[config.mk]
export PLATFORM = sky130hd
export DESIGN_NAME = hf_jobq
export DESIGN_NICKNAME = d
export VERILOG_FILES = /design/src/sv/hf_pkg.sv /design/src/sv/hf_jobq.sv
export SDC_FILE = /design/constraint.sdc
export NUM_CORES = 1
export LEC_CHECK = 0
export BUFFER_PORTS_ARGS = -buffer_cell sky130_fd_sc_hd__buf_2
export CAP_MARGIN = 20
export CORE_MARGIN = 10
export CORE_UTILIZATION = 30
export CTS_BUF_LIST = sky130_fd_sc_hd__clkbuf_16
export CTS_CLUSTER_DIAMETER = 100
export DETAILED_ROUTE_END_ITERATION = 12
export PLACE_DENSITY = 0.44
export SETUP_SLACK_MARGIN = 0.1
export SLEW_MARGIN = 40
export SYNTH_ARGS = -nofsm -noshare
export SYNTH_HDL_FRONTEND = slang
export SYNTH_SLANG_ARGS = --single-unit
[constraint.sdc]
create_clock -name clk_i -period 3.53 [get_ports clk_i]
set_input_delay 0.353 -clock clk_i [delete_from_list [all_inputs] [get_ports clk_i]]
set_output_delay 0.353 -clock clk_i [all_outputs]
set_load 0.02 [all_outputs]
[src/sv/hf_pkg.sv]
// ----------------------------------------------------------------------------
// hf_pkg
// Shared types, constants and helpers of the heightfield normal unit.
// ----------------------------------------------------------------------------
package hf_pkg;

  localparam int MaxCells = 64;
  localparam int RowSlots = MaxCells + 1;
  localparam int MemDepth = 2 * RowSlots;
  localparam int AddrW    = 8;
  localparam int CntW     = 7;
  localparam int HW       = 24;
  localparam int DhW      = 25;
  localparam int SpW      = 16;
  localparam int DistW    = 17;
  localparam int MagW     = 41;
  localparam int QW       = 15;
  localparam int CfgIdxW  = 2;
  localparam int CfgDataW = 16;

  localparam logic [CfgIdxW-1:0] CFG_CELLS   = 2'd0;
  localparam logic [CfgIdxW-1:0] CFG_SPACING = 2'd1;

  // one vertex to be normalized
  typedef struct packed {
    logic [CntW-1:0]       x;
    logic [CntW-1:0]       y;
    logic signed [DhW-1:0] dhx;
    logic signed [DhW-1:0] dhy;
    logic                  kx2;   // x neighbours two cells apart
    logic                  ky2;   // y neighbours two cells apart
    logic [SpW-1:0]        sp;
    logic                  last;
    logic                  done;
  } job_t;

  typedef struct packed {
    logic [CntW-1:0]    x;
    logic [CntW-1:0]    y;
    logic signed [15:0] nx;
    logic signed [15:0] ny;
    logic [QW-1:0]      nz;
    logic [QW-1:0]      tx;
    logic signed [15:0] tz;
    logic               last;
    logic               done;
  } res_t;

  function automatic logic [AddrW-1:0] mem_addr(input logic par, input logic [CntW-1:0] col);
    logic [AddrW-1:0] base;
    base = par ? AddrW'(RowSlots) : '0;
    return base + {1'b0, col};
  endfunction

endpackage

[src/sv/hf_jobq.sv]
// ----------------------------------------------------------------------------
// hf_jobq
// Four-entry job queue between the front and the back.
// ----------------------------------------------------------------------------
module hf_jobq (
  input  logic         clk_i,
  input  logic         rst_ni,
  input  logic         push_i,
  input  hf_pkg::job_t data_i,
  output logic         full_o,
  input  logic         pop_i,
  output logic         empty_o,
  output hf_pkg::job_t data_o
);

  hf_pkg::job_t mem_q [4];
  logic [1:0] wp_q, rp_q;
  logic [2:0] cnt_q;

  assign full_o  = (cnt_q == 3'd4);
  assign empty_o = (cnt_q == 3'd0);
  assign data_o  = mem_q[rp_q];

  always_ff @(posedge clk_i or negedge rst_ni) begin
    if (!rst_ni) begin
      wp_q  <= '0;
      rp_q  <= '0;
      cnt_q <= '0;
    end else begin
      if (push_i) wp_q <= wp_q + 2'd1;
      if (pop_i)  rp_q <= rp_q + 2'd1;
      cnt_q <= cnt_q + {2'b0, push_i} - {2'b0, pop_i};
    end
  end

  always_ff @(posedge clk_i) begin
    if (push_i) mem_q[wp_q] <= data_i;
  end

endmodule

Yosys cells after proc, flatten, opt, wreduce, memory -nomap -nowiden
Memory sizes are Yosys's and may differ from the RTL's.
Index checks and enable logic that the tools add are counted.
W data, S select, Z words.
{"block": "totals", "register_bits": 7, "n_memories": 1, "output_inout_bits": 86, "word_cells": 12, "ram_bits": 336}
{"block": "classes", "n_reduce_logical": 1, "n_addsub": 4, "n_eq_ne": 1, "n_mux": 2}
{"memory": "mem_q", "words": 4, "width": 84, "read_ports": 1, "rd_ports_with_merged_regs": 0, "wr": 1, "line": "hf_jobq.sv:16", "text": "hf_pkg::job_t mem_q [4];"}
{"operator": "$add A2 B1 Y2 const B", "count": 2}
{"operator": "$add A3 B1 Y3", "count": 1}
{"operator": "$eq A3 B3 Y1 const B", "count": 1}
{"operator": "$logic_not A3 Y1", "count": 1}
{"operator": "$sub A3 B1 Y3", "count": 1}
{"operator": "$mux W1", "count": 2}

Longest topological paths before layout
{"block": "logic_depth", "ltp_word": 2, "ltp_mapped": 7, "depth_no_buf": 7}

Worst setup path after synthesis
OpenSTA, ideal clock, no wires.
{"block": "synth_path", "path_kind": "reg2reg", "startpoint": "reg wp_q[0]", "endpoint": "mem mem_q[0][0] (netlist name), enable pin", "n_path_buf": 0, "period_less_slack_ns": 3.025, "path_stages_with_launch": 4, "setup_ns": 0.451, "path_slack_ns": 0.505, "t_arrival_ns": 2.574, "cell_sequence": "dfrtp_1 > inv_1 > ha_1 > and2_1"}
{"element": "from (decl)", "line": "hf_jobq.sv:17", "text": "logic [1:0] wp_q, rp_q;"}
{"element": "from (signal assigned)", "line": "hf_jobq.sv:30", "text": "if (push_i) wp_q <= wp_q + 2'd1;"}
{"element": "to (decl)", "line": "hf_jobq.sv:16"}
Straight into the memory's write port.

==> flow_summary.json <==
{
  "vias_per_cell": 4.504,
  "period_share_pct": 76.24,
  "wl_um": 27140,
  "syn_area_mm2": 0.01255,
  "required_ps": 3180,
  "clockRootBuffer": "clkbuf_16",
  "cts_setup_buffers": 0,
  "ys_seq_elements": 343,
  "initial_core_util_pct": 30.53,
  "dr.pass1.iters": 4,
  "hp-class": "in2reg",
  "fin_util_pct": 38.00,
  "synth_largest_area_cell": "edfxtp_1",
  "ios": 174,
  "fill_cells": 3804,
  "ctsHtreeMaxLevel": 2,
  "dieArea_mm2": 0.05041,
  "numCtsBuffers": 37,
  "vdd_drop_max_uv": 412.2,
  "multi_input_area_mm2": 0.002090,
  "track_usage_pct": 10.84,
  "clk_path_buf_depth": 3,
  "synth_cells": 473,
  "grt_pass1_wl_um": 41190,
  "grt_pass1_vias": 6647,
  "worstReg2RegStart": "wp_q[0]",
  "worstSetupPathType": "reg2out",
  "min-delay-start": "data_i[25]",
  "critPathMaxFanout": 36,
  "wl_per_cell_um": 21.27,
  "finalWorstSetupSlack_ps": 838.7,
  "finalSetupTns_ps": 0,
  "insertion_delay_ps": 550,
  "final.min_clock_period_ps": 2691,
  "rsz0062_at_grt": "false",
  "drive_gt1_share_pct": 43.67,
  "place_congestion": 0.6785,
  "final_cells": 1276,
  "area_delta_synth_final_pct": 24.49,
  "portBuffers": 173,
  "status": "completed",
  "core-area_mm2": 0.04111,
  "hpwl_um": 16900,
  "final_antenna_net_count": 0,
  "vias": 5747,
  "seq_area_frac_synth_pct": 81.79,
  "worstPathArrival_ps": 2340,
  "placed_cells": 1171,
  "synth_fp_nets": 568,
  "ys_warn_count": 0,
  "tightest_slew_ps": 618.2,
  "report.final.slew_viol_count": 0,
  "clock_sinks": 343,
  "layout.nets": 812,
  "ys_types": 18,
  "regArea_mm2": 0.01027,
  "setup_viol": 0,
  "cap_violations": 0,
  "syn_area_per_cell_um2": 26.53,
  "netlist.area_leader.share_pct": 80.40,
  "clk_pin_slew_ps": 60,
  "cp-end-kind": "output port",
  "hold_depth": 1,
  "clock_skew_ps": 20.54,
  "hold_viol": 0,
  "dp_slack_ps": 1310,
  "route.detailed.drc": 0,
  "antenna_found_initial": 4,
  "r2r_end": "mem_q[2][16]",
  "worstRegToRegCells": 5,
  "grt_max_degree": 57,
  "cts_tree": "yes",
  "hold_path_end": "mem_q[3][25]",
  "power_density_mw_per_mm2": 850.5,
  "p_leak_nw": 5.339,
  "chipHeight_um": 224.5,
  "row_count": 74,
  "ff2ff_setup_slack_ps": 1530,
  "maxSlewHeadroom_pct": 58.79,
  "drt_iter0_drc": 314,
  "gr-total-overflow": 0,
  "die_w_um": 224.5,
  "startpoint_type": "flop",
  "synth_area_leaders": "edfxtp_1 80%, mux4_2 15%, dfrtp_1 1.4%, buf_12 0.80%, ha_1 0.60%",
  "fmax_mhz": 371.6
}
[cell families (layout without fill, tap and decap cells)]
family / after synthesis / after routing / share of synthesized area, %
compound gates: 1 / 1 / 0.03984
xor+xnor: 5 / 5 / 0.3490
fa+ha+maj: 7 / 7 / 0.7577
buf+inv: 25 / 294 / 1.635
flops: 343 / 343 / 81.79
mux: 84 / 84 / 15.07
other cells: 0 / 2 / 0
simple gates: 8 / 8 / 0.3489
[registers in the layout (all words and copies together) (netlist names)]
signal	count
rp_q	2
mem_q	336
wp_q	2
cnt_q	3
[cell usage after synthesis]
| cell | count |
|---|---|
| dfrtp_1 | 7 |
| edfxtp_1 | 336 |
| o21ai_0 | 1 |
| buf_1 | 3 |
| ha_1 | 6 |
| buf_12 | 5 |
| fa_1 | 1 |
| nand2_1 | 2 |
| and2_1 | 4 |
| xnor2_1 | 3 |
| buf_2 | 6 |
| and3_1 | 1 |
| nor3_1 | 1 |
| inv_1 | 6 |
| buf_6 | 1 |
| mux4_2 | 84 |
| xor2_1 | 2 |
| buf_4 | 4 |
[power breakdown]
group / leakage [nW] / internal (W) / switching, W
sequential: 3.17 / 0.00533 / 0.000303
combinational: 1.60 / 0.00169 / 0.00242
clock: 0.571 / 0.00205 / 0.00149
total: 5.34 / 0.00907 / 0.00421
[through the flow]
step	hold WS [ps]	cell area, um^2	power [W]
4_1_cts	0.3063	15620	0.01364
3_5_place_dp	201.2	14120	0.01000
2_1_floorplan	57.41	12550	0.008537
6_report	38.32	15620	0.01329
3_3_place_gp	199.9	14080	0.009899
5_1_grt	5.746	15620	0.01400
[layout make-up]
| type | count | area share (%) |
|---|---|---|
| flip-flops and latches | 343 | 65.75 |
| diodes | 2 | 0.03204 |
| clock inverters | 27 | 1.169 |
| clock buffers | 37 | 5.927 |
| inverters | 6 | 0.1442 |
| repair buffers | 224 | 9.338 |
| well taps | 532 | 4.261 |
| multi-input cells | 105 | 13.37 |
[per-layer routing]
layer | global-route usage (%) | part of all wire, %
met5 | 0 | 0.099
met4 | 3.707 | 2.2
met3 | 3.709 | 6.0
met2 | 18.03 | 50
met1 | 12.96 | 41
[worst max-delay path, cell delays in order, from the launching register on]
cell and delay, ps:
dfrtp_4 800, buf_4 420, mux4_2 390, buf_2 190
[what timing repair did]
item | CTS | global route
hold endpoints to repair | 154 | 0
hold buffers | 39 | 0
setup endpoints to repair | 0 | 0
resized for setup | 0 | 0
[placed cells by master, fill, tap and decap left out, types with 3 or more instances in the layout]
master / Yosys / layout
inv_1: 6 / 14
dfrtp_1: 7 / 5
dlygate4sd3_1: 0 / 39
clkinv_1: 0 / 7
and2_4: 0 / 4
edfxtp_1: 336 / 336
buf_2: 6 / 173
buf_12: 5 / 9
mux4_2: 84 / 84
xnor2_1: 3 / 3
clkinv_2: 0 / 5
buf_4: 4 / 3
clkbuf_16: 0 / 37
ha_1: 6 / 6
[how the worst max path moves through the flow]
stage / endpoint / start / cells past startpoint
after floorplan: mem_q[0][0] / wp_q[0] / 3
after global placement: data_o[8] / rp_q[1] / 3
after detailed placement: data_o[8] / rp_q[1] / 3
after CTS: data_o[8] / rp_q[1] / 3
after global routing: data_o[47] / rp_q[0] / 3
final: data_o[8] / rp_q[1] / 3
(Power assumes the default switching activity.)
