File: config.mk
export PLATFORM = sky130hd
export DESIGN_NAME = hf_back
export DESIGN_NICKNAME = d
export VERILOG_FILES = /design/src/sv/hf_pkg.sv /design/src/sv/hf_norm.sv /design/src/sv/hf_back.sv
export SDC_FILE = /design/constraint.sdc
export NUM_CORES = 2
export LEC_CHECK = 0
export ABC_AREA = 1
export ABC_CLOCK_PERIOD_IN_PS = 9400
export BUFFER_PORTS_ARGS = -buffer_cell sky130_fd_sc_hd__buf_2
export CAP_MARGIN = 20
export CORE_AREA = 2 2 398 400
export DETAILED_ROUTE_END_ITERATION = 10
export DIE_AREA = 0 0 400 402
export HOLD_SLACK_MARGIN = 0.02
export PLACE_DENSITY = 0.78
export SKIP_LAST_GASP = 1
export SLEW_MARGIN = 20
export SYNTH_ARGS = -nofsm -noshare
export SYNTH_HDL_FRONTEND = slang
export SYNTH_SLANG_ARGS = --single-unit
File: constraint.sdc
create_clock -name clk_i -period 9.4 [get_ports clk_i]
set_clock_uncertainty 0.15 [all_clocks]
set_input_delay 1.88 -clock clk_i [delete_from_list [all_inputs] [get_ports clk_i]]
set_output_delay 1.88 -clock clk_i [all_outputs]
set_load 0.02 [all_outputs]
File: src/sv/hf_pkg.sv
// ----------------------------------------------------------------------------
// hf_pkg
// Shared types, constants and helpers of the heightfield normal unit.
// ----------------------------------------------------------------------------
package hf_pkg;

  localparam int MaxCells = 64;
  localparam int RowSlots = MaxCells + 1;
  localparam int MemDepth = 2 * RowSlots;
  localparam int AddrW    = 8;
  localparam int CntW     = 7;
  localparam int HW       = 24;
  localparam int DhW      = 25;
  localparam int SpW      = 16;
  localparam int DistW    = 17;
  localparam int MagW     = 41;
  localparam int QW       = 15;
  localparam int CfgIdxW  = 2;
  localparam int CfgDataW = 16;

  localparam logic [CfgIdxW-1:0] CFG_CELLS   = 2'd0;
  localparam logic [CfgIdxW-1:0] CFG_SPACING = 2'd1;

  // one vertex to be normalized
  typedef struct packed {
    logic [CntW-1:0]       x;
    logic [CntW-1:0]       y;
    logic signed [DhW-1:0] dhx;
    logic signed [DhW-1:0] dhy;
    logic                  kx2;   // x neighbours two cells apart
    logic                  ky2;   // y neighbours two cells apart
    logic [SpW-1:0]        sp;
    logic                  last;
    logic                  done;
  } job_t;

  typedef struct packed {
    logic [CntW-1:0]    x;
    logic [CntW-1:0]    y;
    logic signed [15:0] nx;
    logic signed [15:0] ny;
    logic [QW-1:0]      nz;
    logic [QW-1:0]      tx;
    logic signed [15:0] tz;
    logic               last;
    logic               done;
  } res_t;

  function automatic logic [AddrW-1:0] mem_addr(input logic par, input logic [CntW-1:0] col);
    logic [AddrW-1:0] base;
    base = par ? AddrW'(RowSlots) : '0;
    return base + {1'b0, col};
  endfunction

endpackage

File: src/sv/hf_norm.sv
// ----------------------------------------------------------------------------
// hf_norm
// Iterative vector normalizer: range shift, sum of squares, square root,
// three restoring divisions.
// ----------------------------------------------------------------------------
module hf_norm (
  input  logic                      clk_i,
  input  logic                      rst_ni,
  input  logic                      start_i,
  input  logic [hf_pkg::MagW-1:0]   m0_i,
  input  logic [hf_pkg::MagW-1:0]   m1_i,
  input  logic [hf_pkg::MagW-1:0]   m2_i,
  output logic                      done_o,
  output logic [hf_pkg::QW-1:0]     q0_o,
  output logic [hf_pkg::QW-1:0]     q1_o,
  output logic [hf_pkg::QW-1:0]     q2_o
);

  localparam logic [2:0] N_IDLE  = 3'd0;
  localparam logic [2:0] N_SHIFT = 3'd1;
  localparam logic [2:0] N_SQ    = 3'd2;
  localparam logic [2:0] N_SQRT  = 3'd3;
  localparam logic [2:0] N_DIV0  = 3'd4;
  localparam logic [2:0] N_DIVS  = 3'd5;
  localparam logic [2:0] N_DONE  = 3'd6;

  logic [2:0] state_q;
  logic [hf_pkg::MagW-1:0] m_q [3];
  logic [hf_pkg::QW-1:0]   q_q [3];
  logic [1:0]  idx_q;
  logic [61:0] acc_q;
  logic [63:0] v_q, res_q;
  logic [4:0]  i_q;
  logic [31:0] r_q, rem_q;
  logic [13:0] qacc_q;
  logic [3:0]  cnt_q;
  logic        big;
  logic [59:0] sq;
  logic [63:0] bitv, trial;
  logic [31:0] rem2, mcur;
  logic        ge;

  assign big   = (m_q[0][hf_pkg::MagW-1:30] != '0) || (m_q[1][hf_pkg::MagW-1:30] != '0) ||
                 (m_q[2][hf_pkg::MagW-1:30] != '0);
  assign sq    = m_q[idx_q][29:0] * m_q[idx_q][29:0];
  assign bitv  = 64'd1 << {i_q, 1'b0};
  assign trial = res_q + bitv;
  assign rem2  = {rem_q[30:0], 1'b0};
  assign ge    = (rem2 >= r_q);
  assign mcur  = {2'b0, m_q[idx_q][29:0]};

  assign done_o = (state_q == N_DONE);
  assign q0_o   = q_q[0];
  assign q1_o   = q_q[1];
  assign q2_o   = q_q[2];

  always_ff @(posedge clk_i or negedge rst_ni) begin
    if (!rst_ni) begin
      state_q <= N_IDLE;
    end else begin
      unique case (state_q)
        N_IDLE:  if (start_i) state_q <= N_SHIFT;
        N_SHIFT: if (!big) state_q <= N_SQ;
        N_SQ:    if (idx_q == 2'd2) state_q <= N_SQRT;
        N_SQRT:  if (i_q == '0) state_q <= N_DIV0;
        N_DIV0: begin
          if ((r_q != '0) && (mcur < r_q)) state_q <= N_DIVS;
          else if (idx_q == 2'd2) state_q <= N_DONE;
        end
        N_DIVS: begin
          if (cnt_q == 4'd1) state_q <= (idx_q == 2'd2) ? N_DONE : N_DIV0;
        end
        N_DONE:  state_q <= N_IDLE;
        default: state_q <= N_IDLE;
      endcase
    end
  end

  always_ff @(posedge clk_i) begin
    unique case (state_q)
      N_IDLE: begin
        m_q[0] <= m0_i;
        m_q[1] <= m1_i;
        m_q[2] <= m2_i;
        idx_q  <= '0;
        acc_q  <= '0;
      end
      N_SHIFT: begin
        if (big) begin
          m_q[0] <= m_q[0] >> 1;
          m_q[1] <= m_q[1] >> 1;
          m_q[2] <= m_q[2] >> 1;
        end
      end
      N_SQ: begin
        acc_q <= acc_q + {2'b0, sq};
        idx_q <= idx_q + 2'd1;
        if (idx_q == 2'd2) begin
          v_q   <= {2'b0, acc_q + {2'b0, sq}};
          res_q <= '0;
          i_q   <= 5'd31;
        end
      end
      N_SQRT: begin
        // one step of the digit-by-digit root per cycle
        if (v_q >= trial) begin
          v_q   <= v_q - trial;
          res_q <= (res_q >> 1) + bitv;
        end else begin
          res_q <= res_q >> 1;
        end
        i_q <= i_q - 5'd1;
        if (i_q == '0) begin
          r_q   <= (v_q >= trial) ? 32'((res_q >> 1) + bitv) : 32'(res_q >> 1);
          idx_q <= '0;
        end
      end
      N_DIV0: begin
        if (r_q == '0) begin
          q_q[idx_q] <= '0;
          idx_q      <= idx_q + 2'd1;
        end else if (mcur >= r_q) begin
          q_q[idx_q] <= '1;  // quotient reaches one: saturate
          idx_q      <= idx_q + 2'd1;
        end else begin
          rem_q  <= mcur;
          qacc_q <= '0;
          cnt_q  <= 4'd15;
        end
      end
      N_DIVS: begin
        rem_q  <= ge ? rem2 - r_q : rem2;
        qacc_q <= {qacc_q[12:0], ge};
        cnt_q  <= cnt_q - 4'd1;
        if (cnt_q == 4'd1) begin
          q_q[idx_q] <= {qacc_q, ge};
          idx_q      <= idx_q + 2'd1;
        end
      end
      default: ;
    endcase
  end

endmodule

File: src/sv/hf_back.sv
// ----------------------------------------------------------------------------
// hf_back
// Turns one job into a result: slope products, two normalizations, sign.
// ----------------------------------------------------------------------------
module hf_back (
  input  logic         clk_i,
  input  logic         rst_ni,
  input  logic         job_empty_i,
  input  hf_pkg::job_t job_i,
  output logic         job_pop_o,
  input  logic         pop_i,
  output logic         empty_o,
  output hf_pkg::res_t res_o
);

  localparam logic [2:0] B_IDLE = 3'd0;
  localparam logic [2:0] B_MUL  = 3'd1;
  localparam logic [2:0] B_SN   = 3'd2;
  localparam logic [2:0] B_WN   = 3'd3;
  localparam logic [2:0] B_ST   = 3'd4;
  localparam logic [2:0] B_WT   = 3'd5;
  localparam logic [2:0] B_OUT  = 3'd6;

  logic [2:0] state_q;
  hf_pkg::job_t job_q;
  logic [1:0] mcnt_q;
  logic [hf_pkg::MagW-1:0] p_q [3];
  logic [hf_pkg::QW-1:0] nq_q [3];
  logic [hf_pkg::DistW-1:0] dx, dy, op_b;
  logic [23:0] op_a, adhx, adhy;
  logic [hf_pkg::DhW-1:0] ndhx, ndhy;
  logic [hf_pkg::MagW-1:0] prod, v0, v1, v2;
  logic nstart, ndone, load;
  logic [hf_pkg::QW-1:0] q0, q1, q2;
  logic res_valid_q;
  hf_pkg::res_t res_q;

  assign dx   = job_q.kx2 ? {job_q.sp, 1'b0} : {1'b0, job_q.sp};
  assign dy   = job_q.ky2 ? {job_q.sp, 1'b0} : {1'b0, job_q.sp};
  assign ndhx = -job_q.dhx;
  assign ndhy = -job_q.dhy;
  assign adhx = job_q.dhx[hf_pkg::DhW-1] ? ndhx[23:0] : job_q.dhx[23:0];
  assign adhy = job_q.dhy[hf_pkg::DhW-1] ? ndhy[23:0] : job_q.dhy[23:0];

  // one shared multiplier, taken in turn by the three products
  always_comb begin
    case (mcnt_q)
      2'd0:    begin op_a = adhx;        op_b = dy; end
      2'd1:    begin op_a = adhy;        op_b = dx; end
      default: begin op_a = {7'b0, dx}; op_b = dy; end
    endcase
  end
  assign prod = op_a * op_b;

  assign nstart = (state_q == B_SN) || (state_q == B_ST);
  always_comb begin
    if (state_q == B_ST) begin
      v0 = {24'b0, dx};
      v1 = '0;
      v2 = {17'b0, adhx};
    end else begin
      v0 = p_q[0];
      v1 = p_q[1];
      v2 = p_q[2];
    end
  end

  hf_norm u_norm (
    .clk_i   (clk_i),
    .rst_ni  (rst_ni),
    .start_i (nstart),
    .m0_i    (v0),
    .m1_i    (v1),
    .m2_i    (v2),
    .done_o  (ndone),
    .q0_o    (q0),
    .q1_o    (q1),
    .q2_o    (q2)
  );

  assign job_pop_o = (state_q == B_IDLE) && !job_empty_i;
  assign load      = (state_q == B_OUT) && (!res_valid_q || pop_i);
  assign empty_o   = !res_valid_q;
  assign res_o     = res_q;

  always_ff @(posedge clk_i or negedge rst_ni) begin
    if (!rst_ni) begin
      state_q     <= B_IDLE;
      res_valid_q <= 1'b0;
    end else begin
      unique case (state_q)
        B_IDLE: if (!job_empty_i) state_q <= B_MUL;
        B_MUL:  if (mcnt_q == 2'd2) state_q <= B_SN;
        B_SN:   state_q <= B_WN;
        B_WN:   if (ndone) state_q <= B_ST;
        B_ST:   state_q <= B_WT;
        B_WT:   if (ndone) state_q <= B_OUT;
        B_OUT:  if (load) state_q <= B_IDLE;
        default: state_q <= B_IDLE;
      endcase
      if (load) res_valid_q <= 1'b1;
      else if (pop_i) res_valid_q <= 1'b0;
    end
  end

  always_ff @(posedge clk_i) begin
    if (job_pop_o) begin
      job_q  <= job_i;
      mcnt_q <= '0;
    end
    if (state_q == B_MUL) begin
      p_q[mcnt_q] <= prod;
      mcnt_q      <= mcnt_q + 2'd1;
    end
    if ((state_q == B_WN) && ndone) begin
      nq_q[0] <= q0;
      nq_q[1] <= q1;
      nq_q[2] <= q2;
    end
    if (load) begin
      res_q.x    <= job_q.x;
      res_q.y    <= job_q.y;
      res_q.nx   <= (job_q.dhx > 0) ? -$signed({1'b0, nq_q[0]}) : $signed({1'b0, nq_q[0]});
      res_q.ny   <= (job_q.dhy > 0) ? -$signed({1'b0, nq_q[1]}) : $signed({1'b0, nq_q[1]});
      res_q.nz   <= nq_q[2];
      res_q.tx   <= q0;
      res_q.tz   <= job_q.dhx[hf_pkg::DhW-1] ? -$signed({1'b0, q2}) : $signed({1'b0, q2});
      res_q.last <= job_q.last;
      res_q.done <= job_q.done;
    end
  end

endmodule

Word-level counts from Yosys, hierarchy flattened
Memory sizes are Yosys's and may differ from the RTL's. A register that Yosys moved wholly into a read port is not among the register bits.
Cells that the tools add are included.

word-level totals
  bits in writable memories = 336
  memories kept = 4
  output and inout bits = 96
  register bits after elaboration = 450

memory list
  memory      depth  bits a word  read ports  clocked after memory_dff  wr ports  RTL line       text
  p_q         3      41           3           0                         1         hf_back.sv:27  logic [hf_pkg::MagW-1:0] p_q [3];
  u_norm.m_q  3      41           4           1                         3         hf_norm.sv:28  logic [hf_pkg::MagW-1:0] m_q [3];
  nq_q        3      15           3           1                         3         hf_back.sv:28  logic [hf_pkg::QW-1:0] nq_q [3];
  u_norm.q_q  3      15           3           0                         1         hf_norm.sv:29  logic [hf_pkg::QW-1:0] q_q [3];

cells by class
  add/sub/neg operators = 14
  equal/unequal tests = 31
  bitwise gates (word level) = 5
  reductions and logical operators = 32
  shift-type cells = 1
  mux-type cells = 81
  order comparisons = 6
  multipliers = 2

operators by type and width
  cell                  count
  $mux 64               4
  $pmux 64 s2           2
  $mux 41               6
  $pmux 62 s2           1
  $mux 31               3
  $mux 15               5
  $add 63x64->64        1
  $add 64x64->64        1
  $ge 64x64->1          1
  $shl 1x6->64 const A  1
  $sub 64x64->64        1
  $add 62x60->62        1
  $pmux 31 s2           1
  $mul 30x30->60        1
  $mux 17               3
  $gt 25x1->1 const B   2
  $mux 24               2
  $neg 15->16           3
  $neg 24->24           2
  $pmux 24 s2           1
  $mul 24x17->41        1
  $mux 3                12
  $reduce_bool 11->1    3
  $ge 30x32->1          1
  43 further kinds      113

Longest topological paths before layout
An unclocked memory read counts as a cell.

  word-level depth = 8
  gate-level depth with buffers = 39

By module
Synthesis repeated with hierarchy kept, for this count alone.

second synthesis, totals
  cell total of the unflattened synthesis = 11731
  area total of the unflattened synthesis = 92721.4 um^2

modules (own cells, without submodules)
  module   area an instance (um^2)  cells an instance  instances  sequential area each (um^2)
  hf_norm  63754.9                  8562               1          13508.0
  hf_back  28966.5                  3169               1          10550.1

Least setup slack after synthesis
OpenSTA, ideal clock, no wires.

  path type = reg2reg
  start = register u_norm.state_q[0]
  end = memory u_norm.m_q[0][0] (netlist bit) (enable)
  setup time = 775 ps
  data required time = 8475 ps
  cell stages (with the launch flop) = 4
  path slack = -724 ps
  period minus slack after synthesis = 10124 ps
  data arrival time = 9199 ps
  buffers on the path = 0
  cells stage by stage = dfrtp_1 nor2_1 inv_1 o21ai_0

RTL lines
  what                    RTL line       text
  start, declared         hf_norm.sv:27  logic [2:0] state_q;
  start signal, assigned  hf_norm.sv:71  if (cnt_q == 4'd1) state_q <= (idx_q == 2'd2) ? N_DONE : N_DIV0;
  end, declared           hf_norm.sv:28

==> flow_summary.json <==
{
  "status": "complete, no violations",
  "chipHeight_um": 402,
  "syn_nets": 13260,
  "cp.depth": 32,
  "synth_area_per_cell_um2": 7.983,
  "holdBufCountCts": 0,
  "grt_pass1_vias": 80160,
  "reg2reg_to": "u_norm.v_q[41]",
  "r2r_slack_ns": 0.49,
  "grt_usage_pct": 40.14,
  "ys_warn_count": 0,
  "clkLatencyLatePin_ns": 0.75,
  "hold_class": "flip-flop to flip-flop",
  "arrival_ns": 9.21,
  "ant_nets": 0,
  "hpwl_mm": 263.7,
  "pre_cts_ws_ns": 0.5510,
  "critPathCaptureType": "flip-flop",
  "via_per_inst": 5.765,
  "max_slew_margin_pct": 18.93,
  "path_max_fanout": 26,
  "crit_type": "flip-flop to flip-flop",
  "grt_first_pass_wirelength_mm": 480.7,
  "drv_cap": 0,
  "reg2reg_depth": 32,
  "post-route-drc-count": 0,
  "worstPathRequired_ns": 9.69,
  "report.final.setup_viol": 0,
  "max_freq_mhz": 112.2,
  "antenna_found_initial": 16,
  "ys_seq_area_share_pct": 26.17,
  "synth_top_area_share_pct": 25.93,
  "finalCritPeriodShare_pct": 94.81,
  "fp.dieW_um": 400,
  "synthTopCellsByArea": "edfxtp_1, fa_1, nand2_1",
  "synth.distinct_cells": 57,
  "grt_max_degree": 94,
  "synth_edf_count": 794,
  "synth_seq_cells": 803,
  "drive_gt1_share_pct": 5.811,
  "rows": 146,
  "syn-cell-area_mm2": 0.09194,
  "place.port_buffers": 183,
  "yosysTopAreaCell": "edfxtp_1",
  "synth_cells": 11520,
  "critPathSlowestCell": "fa_1",
  "fin_nets": 13440,
  "ctsResizeCount": 0,
  "worst_setup_path_start_kind": "flip-flop",
  "path_buf_inv": 9,
  "gp_congestion": 1.062,
  "tightest_slew_ns": 1.207,
  "die_area_mm2": 0.1608,
  "grt-ovfl-total": 0,
  "cts.path.max_buffers": 3,
  "cts_tree": "yes",
  "area_growth_pct": 7.633,
  "cts_buffers": 90,
  "setup_tns_ns": 0,
  "ioPinCount": 184,
  "synth_ff_type": "edfxtp_1",
  "initial_core_util_pct": 58.52,
  "async_flop_share_pct": 0.8717,
  "cp_top_family": "adder cells",
  "clkSlewWorstSetupHoldPaths_ns": 0.07,
  "cts_setup_buffers": 0,
  "cpPeakStageDelay_ns": 0.57,
  "rsz0062_at_grt": "no",
  "clockRootBuffer": "clkbuf_16",
  "setup_ws_ns": 0.4881,
  "first_pass_iters": 7,
  "period_minus_slack_ns": 8.912,
  "core-area_mm2": 0.1571,
  "clock_sinks": 803,
  "vias": 79850,
  "slew_viol_final": 0,
  "cp-endpoint": "u_norm.v_q[41]",
  "drt_wl_total_mm": 320.3,
  "drt_iter0_drc": 8904,
  "wl_per_cell_um": 23.13,
  "cts.htree.levels": 3,
  "final_common_cell": "nand2_1",
  "mostFrequentLayoutCells": "nand2_1, inv_1, nor2_1, fa_1, edfxtp_1",
  "hold_violations": 0
}
-- per-layer routing --
metal / part of all wire (%) / GRT usage [%] / wire length (µm) / vias to the layer above
li1: - / - / - / 36060
met1: 38 / 52.45 / 122200 / 38340
met2: 44 / 61.81 / 141900 / 4505
met3: 11 / 9.167 / 34840 / 935
met4: 6.6 / 22.36 / 21280 / 8
met5: 0.016 / 0 / 50 / -
-- layout make-up --
type	count	area, µm²
fill	13780	58140
multi-input combinational	7940	57500
sequential	803	24060
inverter	2504	9402
tap	2072	2592
clock buffer	110	2387
timing repair buffer	358	2255
clock inverter	55	744.5
antenna	8	20.02
-- cell families after synthesis --
group,after synthesis,share of synthesized area [%]
compound gates,1070,6.323
fa+ha+maj,1659,31.41
xor+xnor,246,2.343
buf+inv,2774,11.51
simple gates,4965,22.24
flops,803,26.17
-- worst min-delay path by stage --
stage,start,to,slack [ns],cells after the start
3_3_place_gp,job_q[1],res_o[1],0.25,0
5_1_grt,job_q[79],res_o[89],0.26,0
3_5_place_dp,u_norm.q_q[1][1],nq_q[1][1],0.25,0
6_report,job_q[79],res_o[89],0.23,0
4_1_cts,job_q[71],res_o[81],0.24,0
2_1_floorplan,u_norm.q_q[1][0],nq_q[1][0],0.25,0
-- synthesized netlist by cell type, types with 48 or more instances --
| cell type | number |
|---|---|
| nor2_1 | 1226 |
| xor2_1 | 132 |
| ha_1 | 577 |
| xnor2_1 | 114 |
| buf_2 | 53 |
| fa_1 | 1082 |
| nand3_1 | 650 |
| clkbuf_1 | 181 |
| a21oi_1 | 449 |
| edfxtp_1 | 794 |
| o21ai_0 | 402 |
| nor3_1 | 94 |
| inv_1 | 2468 |
| nand4_1 | 100 |
| nand2_1 | 2714 |
| o21ai_1 | 48 |
-- metrics by stage --
step | std cells | util (%) | hold slack, ns | cell area (µm²)
global placement | 13680 | 60.99 | 0.2505 | 95810
floorplan | 11520 | - | 0.2503 | 91940
global route | 13840 | 62.98 | 0.2583 | 98940
detailed placement | 13680 | 60.99 | 0.2545 | 95810
finish | 13850 | 62.99 | 0.2323 | 98960
CTS | 13840 | 62.98 | 0.2433 | 98940
-- registers in the layout, summed over array words and instances (netlist names), 5 cells and up, named ones only --
name / flops
u_norm.r_q: 32
u_norm.rem_q: 31
u_norm.m_q: 123
u_norm.i_q: 5
u_norm.q_q: 45
u_norm.v_q: 64
u_norm.qacc_q: 14
u_norm.res_q: 64
u_norm.acc_q: 62
job_q: 84
p_q: 123
nq_q: 45
res_o: 94
Power is left out: the tool's default activity adds up to more than one toggle a clock period on the data nets, which glitch-free logic cannot reach.
